## config.mk

```make
export PLATFORM = sky130hd
export DESIGN_NAME = art_cell
export DESIGN_NICKNAME = d
export VERILOG_FILES = /design/src/hw/rtl/art_pkg.sv /design/src/hw/rtl/art_cell.sv
export SDC_FILE = /design/constraint.sdc
export NUM_CORES = 1
export LEC_CHECK = 0
export BUFFER_PORTS_ARGS = -buffer_cell sky130_fd_sc_hd__buf_4
export CORE_AREA = 2 2 310 312
export DETAILED_ROUTE_END_ITERATION = 8
export DIE_AREA = 0 0 312 314
export PLACE_DENSITY_LB_ADDON = 0.25
export SLEW_MARGIN = 20
export SYNTH_ARGS = -nofsm -noshare
export SYNTH_HDL_FRONTEND = slang
export SYNTH_SLANG_ARGS = --single-unit
```

## constraint.sdc

```tcl
create_clock -name clk -period 8.8 [get_ports clk]
set_clock_uncertainty 0.05 [all_clocks]
set_input_delay 1.76 -clock clk [delete_from_list [all_inputs] [get_ports clk]]
set_output_delay 1.76 -clock clk [all_outputs]
set_load 0.01 [all_outputs]
```

## src/hw/rtl/art_pkg.sv

```systemverilog
// ----------------------------------------------------------------------------
// art_pkg: shared types and constants of the address region table
// slot count, item kinds, status codes, controller states and the
// structs that run between the controller and the slot cells
// ----------------------------------------------------------------------------
package art_pkg;

	localparam int TABLE_SLOTS = 16;
	localparam int IDX_W       = (TABLE_SLOTS > 1) ? $clog2(TABLE_SLOTS) : 1;
	localparam int DATA_W      = 64;

	typedef enum logic [1:0] {
		KIND_REG   = 2'd0,
		KIND_UNREG = 2'd1,
		KIND_LOOK  = 2'd2,
		KIND_TOTAL = 2'd3
	} kind_t;

	typedef enum logic [1:0] {
		STAT_OK     = 2'd0,
		STAT_BAD    = 2'd1,
		STAT_FULL   = 2'd2,
		STAT_UNUSED = 2'd3
	} status_t;

	typedef enum logic [1:0] {
		S_IDLE = 2'd0,
		S_WALK = 2'd1,
		S_DONE = 2'd2
	} state_t;

	// item fields held steady by the controller while the token walks
	typedef struct packed {
		logic [DATA_W-1:0] id;
		logic [DATA_W-1:0] addr;
		logic [DATA_W-1:0] len;
	} art_cmd_t;

	// write broadcast from the controller into one slot
	typedef struct packed {
		logic              en;
		logic [IDX_W-1:0]  idx;
		logic              set;
		logic [DATA_W-1:0] owner;
		logic [DATA_W-1:0] base;
		logic [DATA_W-1:0] bytes;
	} art_wr_t;

	// partial result handed from cell to cell
	typedef struct packed {
		logic              active;
		logic              match_vld;
		logic [IDX_W-1:0]  match_idx;
		logic [DATA_W-1:0] match_bytes;
		logic              free_vld;
		logic [IDX_W-1:0]  free_idx;
		logic              hit_any;
		logic [DATA_W-1:0] found;
		logic [DATA_W-1:0] offset;
	} art_tok_t;

endpackage

```

## src/hw/rtl/art_cell.sv

```systemverilog
// ----------------------------------------------------------------------------
// art_cell: one slot of the region table
// holds one region and folds its own match, free and containment checks
// into the token passing by, one cell per cycle
// ----------------------------------------------------------------------------
module art_cell (
	input  logic                    clk,
	input  logic                    arst_n,
	input  logic [art_pkg::IDX_W-1:0] slot_idx,
	input  art_pkg::art_cmd_t       cmd,
	input  art_pkg::art_wr_t        wr,
	input  art_pkg::art_tok_t       tok_in,
	output art_pkg::art_tok_t       tok_out
);
	import art_pkg::*;

	logic              valid_q;
	logic [DATA_W-1:0] owner_q;
	logic [DATA_W-1:0] base_q;
	logic [DATA_W-1:0] bytes_q;
	logic              act_q;
	art_tok_t          tok_q;
	art_tok_t          tok_nxt;
	logic [DATA_W-1:0] diff;
	logic [DATA_W-1:0] span;
	logic              own_match;
	logic              own_hit;

	always_comb begin
		diff      = cmd.addr - base_q;
		span      = diff + cmd.len;
		own_match = valid_q && (owner_q == cmd.id);
		own_hit   = valid_q && (cmd.addr >= base_q) && (span <= bytes_q);
		tok_nxt   = tok_in;
		if (!tok_in.match_vld && own_match) begin
			tok_nxt.match_vld   = 1'b1;
			tok_nxt.match_idx   = slot_idx;
			tok_nxt.match_bytes = bytes_q;
		end
		if (!tok_in.free_vld && !valid_q) begin
			tok_nxt.free_vld = 1'b1;
			tok_nxt.free_idx = slot_idx;
		end
		// lowest owner id wins among containing regions
		if (own_hit && (!tok_in.hit_any || (owner_q < tok_in.found))) begin
			tok_nxt.hit_any = 1'b1;
			tok_nxt.found   = owner_q;
			tok_nxt.offset  = diff;
		end
	end

	always_ff @(posedge clk or negedge arst_n) begin
		if (!arst_n) begin
			valid_q <= 1'b0;
			act_q   <= 1'b0;
		end else begin
			act_q <= tok_in.active;
			if (wr.en && (wr.idx == slot_idx)) begin
				valid_q <= wr.set;
			end
		end
	end

	always_ff @(posedge clk) begin
		if (tok_in.active) begin
			tok_q <= tok_nxt;
		end
		if (wr.en && wr.set && (wr.idx == slot_idx)) begin
			owner_q <= wr.owner;
			base_q  <= wr.base;
			bytes_q <= wr.bytes;
		end
	end

	always_comb begin
		tok_out        = tok_q;
		tok_out.active = act_q;
	end

endmodule

```

# Word level (Yosys, flattened, before mapping)
# Index checks and enable logic that the tools add are counted.
[word_totals]
out_inout_bits = 204
in_bits = 600
regBits = 397
[classes]
n_addsub = 2
n_eq_ne = 2
n_lt_le_gt_ge = 3
n_reduce_logical = 14
mux = 3
[ops]
columns = ["operator", "count"]
rows = [
  ["two-way mux 128 bit", 1],
  ["two-way mux 68 bit", 1],
  ["adder 64 bit", 1],
  ["equality test 64 bit", 1],
  ["greater-or-equal comparator 64 bit", 1],
  ["less-or-equal comparator 64 bit", 1],
  ["< comparator 64 bit", 1],
  ["subtractor 64 bit", 1],
  ["logical AND 1 bit", 9],
  ["equality test 4 bit", 1],
  ["zero test 1 bit", 4],
  ["two-way mux 4 bit", 1],
  ["logical OR 1 bit", 1],
]

# Longest topological paths before layout
# Gate-level depths: netlist of run 1.
[logic_depth]
word_depth = 6
ltp_mapped = 37
depth_no_buf = 35

# Worst setup path before layout of run 1
# OpenSTA, ideal clock, no wires.
[synth_timing]
kind = "input to register"
from = "input port cmd[64] (netlist bit)"
to = "register tok_q (netlist bit tok_out[100]), data pin"
n_path_buf = 2
cell_stages = 33
path_slack_ns = -0.752
t_arrival_ns = 9.241
required_ns = 8.490
cell_sequence = "inv_1 > ha_1 > inv_1 > fa_1 > a211oi_2 > o21bai_1 > o41a_4 > a211oi_1 > o21a_1 > o21ai_0 > a31o_2 > a41oi_1 > xnor2_1 > ha_1 > nand4_1 > or3_1 > a2111oi_0 > o211a_1 > a21oi_1 > o41ai_1 > xor2_1 > xnor2_1 > ha_1 > nand4_1 > or4_1 > or4_1 > nor2_1 > and4_1 > o22ai_2 > a211oi_2 > buf_12 > buf_12 > mux2_4"
[synth_lines]
columns = ["element", "line_no", "text"]
rows = [
  ["start: declaration", "art_cell.sv:10", "input art_pkg::art_cmd_t cmd,"],
  ["end signal: assignment", "art_cell.sv:66", "tok_q <= tok_nxt;"],
  ["end: declaration", "art_cell.sv:22", "art_tok_t tok_q;"],
]

==> qor.yml, run 1 <==
finish:
  drive_gt1_share_pct: 42.3
  fin_area_mm2: 0.0398
  fillCellCount: 9246
  nets: 4581
  syn_to_final_growth_pct: 50.5
route:
  wl_mm: 111
  drtPass1Iterations: 5
  final_antenna_net_count: 0
  routedWlPerCell_um: 22.0
  drt_iter0_drc: 1208
  num_vias: 23548
  drc_errors: 0
  vias_per_cell: 4.67
timing:
  worstMarginPinSlew_ns: 1.03
  finalCritPeriodShare_pct: 104
  setup_viol: 128
  slew_headroom_pct: 30.6
  report.final.hold_viol_count: 0
  rsz0062_at_grt: "yes"
  max_freq_mhz: 109
  drv_slew: 0
  holdWs_ns: 0.590
  setup_tns_ns: -38.50
  worst_slack_ns: -0.383
  period_needed_ns: 9.18
worst_setup_path:
  critPathMaxFanout: 6
  start_kind: "input port"
  ff2ff_setup_slack_ns: 0.53
  setup.worst_path.start: "cmd[64]"
  path_buf_inv: 8
  max_stage_delay_ns: 0.55
  r2r-start: "base_q[0]$_DFFE_PP_"
  critPathCaptureType: "flop"
  crit_top_cell: "nand4_1"
  crit_slowest_cell: "or4_4"
  critPathKind: "input port to flop"
  crit_arrival_ns: 9.53
  critical-path-top-delay-family: "compound AO/OA/AOI/OAI gates"
  required_ns: 9.15
placed_design:
  place_congestion: 0.906
  dp.final_hpwl_mm: 92.4
  placed_cell_area_mm2: 0.0375
  port_buffers: 803
global_routing:
  gr-usage-met2_pct: 38.2
  grt_max_degree: 117
  busiest_layer: "met2"
  gr-usage-met1_pct: 24.5
  antenna_found_initial: 36
  grt_use_total_pct: 21.8
  met3_usage_pct: 6.65
  grt_overflow: 0
  grt_pass1_vias: 24115
  grt_pass1_wl_mm: 157
pwr:
  ir_drop_mv: 0.152
  p_per_area_mw_per_mm2: 169
  p_leak_nw: 18.4
synth:
  synth_flop_cell: "edfxtp_1"
  yosysWarnings: 0
  synth_seq_area_share_pct: 45.1
  netlist_instances: 2425
  ys_types: 74
  syn-cell-area_mm2: 0.0264
  syn_area_per_cell_um2: 10.9
  synth_edf_count: 395
  synth.net_count: 3282
  synth-seq-cells: 397
  async_reset_ff_share_pct: 0.504
floorplanning:
  initial_utilization_pct: 28.0
  num_rows: 113
  die_y_um: 314
  dieArea_mm2: 0.0980
  num_io_pins: 804
  die_w_um: 312
  core-area_mm2: 0.0944
hold_path:
  min-delay-start: "bytes_q[6]$_DFFE_PP_"
  hp-class: "flop to flop"
clock_tree:
  numCtsBuffers: 48
  cts_root_buffer: "clkbuf_16"
  ctsHoldBuffers: 0
  insertion_delay_ns: 0.64
  cts.clk_slew.worst_paths_ns: 0.07
  htreeDepth: 2
  cts.path.max_buffers: 3
  clock-sinks: 397
  tritoncts: "yes"
outcome:
  violations: "setup timing"
  status: "complete, but fails checks"
run:
  max_cap_viol_count: 0
sequential cells by signal, indices dropped and copies added (netlist names):
name and flops:
base_q 64, tok_out 203, valid_q 1, bytes_q 64
owner_q 64, act_q 1
cells in the mapped netlist, types with 13 or more instances:
cell type	number	area share, %
a21oi_1	198	3.8
o21bai_1	31	0.88
edfxtp_1	395	45
nor4_1	14	0.33
inv_1	263	3.7
nor3_1	23	0.44
o21ai_0	147	2.8
xor2_1	49	1.6
o21a_1	16	0.45
nor2_1	85	1.2
a21o_1	98	2.8
nand2b_1	18	0.43
a211oi_1	16	0.45
ha_1	255	12
xnor2_1	114	3.8
mux2_4	108	6.1
mux2i_1	13	0.49
nor2b_1	16	0.38
a31oi_1	16	0.38
nand4_1	75	1.8
mux2_2	17	0.72
nand2_1	174	2.5
nand3_1	37	0.70
clkbuf_1	59	0.84
power by group:
group	switching [W]	total [W]	internal, W
logic	0.00113	0.00243	0.00129
clock network	0.000890	0.00204	0.00115
registers	0.0000446	0.00226	0.00221
total	0.00207	0.00672	0.00465
worst paths after layout:
kind	endpoint	cells past startpoint
min reg2reg	tok_out[140]$_DFFE_PP_	2
max reg2reg	tok_out[17]$_DFFE_PP_	37
min in group asynchronous	act_q$_DFF_PN0_	1
max	tok_out[17]$_DFFE_PP_	39
max in group asynchronous	valid_q$_DFFE_PN0P_	1
min	tok_out[140]$_DFFE_PP_	2
area by class of cell:
class,count,area [um^2],area share [%]
clock inverters,34,325,0.818
flip-flops and latches,397,11900,30.0
multi-input cells,1688,13400,33.6
well taps,1265,1580,3.98
repair buffers,1326,10300,25.9
clock buffers,56,1250,3.15
diodes,15,37.5,0.0944
inverters,263,1000,2.51
worst register-to-register path, delay by kind of cell (launching register included):
kind / cells / cell delay (ns)
AOI/OAI and AO/OA: 16 / 3.10
xor gates and xnor gates: 2 / 0.24
adders and majority gates: 4 / 1.13
buffers and inverters: 6 / 0.82
DFF: 1 / 0.36
muxes: 1 / 0.29
and+or+nand+nor: 8 / 2.06
repair_timing:
action	in CTS	in global routing
pin swaps	13	7
gates resized for setup	67	18
gates cloned	5	0
endpoints found under the setup margin	129	129
buffers inserted	23	10
through the flow:
step / std cells / util [%] / total power [W] / setup slack [ns]
2_1_floorplan: 2425 / - / 0.00347 / -0.221
3_3_place_gp: 4906 / 39.7 / 0.00462 / -1.25
3_5_place_dp: 4906 / 39.7 / 0.00463 / -1.45
4_1_cts: 5023 / 42.0 / 0.00680 / -0.356
5_1_grt: 5041 / 42.1 / 0.00708 / -0.694
6_report: 5044 / 42.1 / 0.00672 / -0.383
layout by cell type, fill, tap and decap left out, drive strengths merged, types with 11 or more instances in the layout:
cell type  instances
buf             1326
edfxtp           395
inv              265
ha               255
a21oi            198
nand2            174
o21ai            149
mux2             125
xnor2            114
a21o              99
nor2              85
nand4             75
clkbuf            56
xor2              49
nand3             37
o21bai            31
clkinv            26
nor3              23
a211oi            19
nand2b            18
nor2b             16
o21a              16
a31oi             16
diode             15
nor4              14
o22ai             13
mux2i             13
a221oi            11
cells by family (layout without fill, tap and decap cells):
family	after synthesis	in the layout	share of synthesized area (%)
AO/OA/AOI/OAI	636	636	15.2
XOR/XNOR	163	163	5.41
adder cells (fa/ha/maj)	257	257	12.2
buffers and inverters	340	1679	5.60
flip-flops	397	397	45.1
multiplexers	138	138	7.36
other	0	15	0
AND/OR/NAND/NOR	494	494	9.12
per-layer routing:
metal	share of wire, %	routed length, um
met3	7.3	8070
met5	0.25	283
met1	39	43500
met2	49	54600
met4	4.1	4550
(Power assumes the default switching activity.)
==> run 2, diff against run 1 <==
--- a/config.mk
+++ b/config.mk
@@ -6,9 +6,9 @@
 export NUM_CORES = 1
 export LEC_CHECK = 0
 export BUFFER_PORTS_ARGS = -buffer_cell sky130_fd_sc_hd__buf_4
-export CORE_AREA = 2 2 310 312
+export CORE_AREA = 2 2 313 315
 export DETAILED_ROUTE_END_ITERATION = 8
-export DIE_AREA = 0 0 312 314
+export DIE_AREA = 0 0 315 317
 export PLACE_DENSITY_LB_ADDON = 0.25
 export SLEW_MARGIN = 20
 export SYNTH_ARGS = -nofsm -noshare
==> run 2 against run 1 <==
Critical path type unchanged. The run still ends with setup timing left. Setup slack got worse by 0.050 ns. Largest power group unchanged. Highest routed layer unchanged. Via count fell by 0.20%. Power fell by 0.23%.
==> qor.yml, run 2 (same netlist as run 1, synthesis figures left out) <==
global_routing:
  grt_max_degree: 129
  grt_use_total_pct: 21.1
  antenna_found_initial: 23
  grt_pass1_wl_mm: 155
  grt_overflow: 0
  grt_pass1_vias: 24054
pwr:
  total_power_w: 0.00670
  p_leak_nw: 18.6
  p_per_area_mw_per_mm2: 168
  ir_drop_mv: 0.138
worst_setup_path:
  critPathCaptureType: "flop"
  critPathMaxFanout: 8
  max_stage_delay_ns: 0.46
  crit_slowest_cell: "or4_4"
  critPathKind: "input port to flop"
  crit_arrival_ns: 9.57
  required_ns: 9.14
  start_kind: "input port"
finish:
  final_common_cell: "buf_4"
  most-common-layout-cells: "buf_4 (1298), edfxtp_1 (395), inv_1 (261), ha_1 (248), a21oi_1 (184)"
  seqCellArea_mm2: 0.0119
  multi_input_area_mm2: 0.0135
  syn_to_final_growth_pct: 51.3
  fillCellCount: 9516
  largest_register_ffs: 203
  nets: 4590
  drive_gt1_share_pct: 42.9
timing:
  rsz0062_at_grt: "yes"
  setup_viol: 128
  period_needed_ns: 9.23
  max_freq_mhz: 108
  report.final.hold_viol_count: 0
  slew_headroom_pct: 28.9
  worst_slack_ns: -0.433
  setup_tns_ns: -42.70
  finalCritPeriodShare_pct: 105
  worstMarginPinSlew_ns: 1.07
  drv_slew: 0
clock_tree:
  ctsHoldBuffers: 0
  cts_root_buffer: "clkbuf_16"
  numCtsBuffers: 50
  tritoncts: "yes"
  htreeDepth: 2
  cts.clk_slew.worst_paths_ns: 0.06
  clock-sinks: 397
  insertion_delay_ns: 0.64
  cts.path.max_buffers: 3
placed_design:
  place_congestion: 0.900
  dp.final_hpwl_mm: 92.5
  port_buffers: 803
route:
  drc_errors: 0
  drt_iter0_drc: 1529
  wl_mm: 110
  final_antenna_net_count: 0
  drtPass1Iterations: 5
  routedWlPerCell_um: 21.8
  vias_per_cell: 4.65
  num_vias: 23500
floorplanning:
  die_y_um: 317
  die_w_um: 315
  dieArea_mm2: 0.0999
  num_io_pins: 804
  num_rows: 114
  initial_utilization_pct: 27.4
  core-area_mm2: 0.0963
outcome:
  status: "complete, but fails checks"
  violations: "setup timing"
hold_path:
  hp-class: "flop to flop"
run:
  max_cap_viol_count: 0
run 2: cell types whose count changed in the layout (fill, tap and decap cells not counted), sizes merged, moves of 3 or more:
cell | before | now
buf | 1326 | 1329
bufinv | 4 | 1
clkbuf | 56 | 66
clkinv | 26 | 23
diode | 15 | 7
inv | 265 | 270
run 2: cell type report:
cell class                 count  area share (%)
multi-input combinational   1688            33.8
sequential                   397            29.8
timing repair buffer        1333            26.0
tap                         1276            3.99
clock buffer                  62            3.24
inverter                     263            2.50
clock inverter                31           0.604
antenna                        7          0.0438
run 2: critical path, delay by kind of cell:
kind	cells	cell delay (ns)
compound gates	14	3.23
xor+xnor	3	0.41
fa+ha+maj	4	1.12
buf+inv	8	0.86
mux	1	0.30
simple gates	7	1.85
run 2: what timing repair did:
item | 4_1_cts | 5_1_grt
cloned | 1 | 4
setup buffers | 19 | 19
pin swaps | 22 | 32
gates resized for setup | 51 | 53
setup endpoints to repair | 129 | 129
run 2: worst paths after layout:
path / startpoint / to / slack, ns / cells past startpoint
setup / recovery: cmd[64] / tok_out[18]$_DFFE_PP_ / -0.43 / 37
hold / removal: bytes_q[3]$_DFFE_PP_ / tok_out[137]$_DFFE_PP_ / 0.58 / 2
setup reg to reg: base_q[0]$_DFFE_PP_ / tok_out[18]$_DFFE_PP_ / 0.45 / 35
hold reg to reg: bytes_q[3]$_DFFE_PP_ / tok_out[137]$_DFFE_PP_ / 0.58 / 2
max in group asynchronous: arst_n / valid_q$_DFFE_PN0P_ / 7.73 / 1
min in group asynchronous: arst_n / act_q$_DFF_PN0_ / 0.87 / 1
run 2: per-layer routing:
layer  wire (um)  vias to the layer above  track usage (%)
met3        7020                      119             4.78
met4        2100                       22             4.95
met5         133                        -                0
met1       45100                    11116             25.2
li1            -                    11575                -
met2       56000                      668             38.3
run 2: per-stage QoR:
stage	std cells	utilization, %	setup WS, ns	cell area [um^2]	hold slack [ns]
floorplan	2425	-	-0.221	26500	0.509
global placement	4917	38.9	-1.32	37500	0.554
detailed placement	4917	38.9	-1.44	37500	0.561
CTS	5030	41.0	-0.374	39500	0.576
global route	5054	41.5	-0.752	40000	0.613
finish	5057	41.5	-0.433	40000	0.576
run 2: power by group:
group	internal, W	switching, W
clock network	0.00109	0.000887
logic	0.00131	0.00116
registers	0.00221	0.0000445
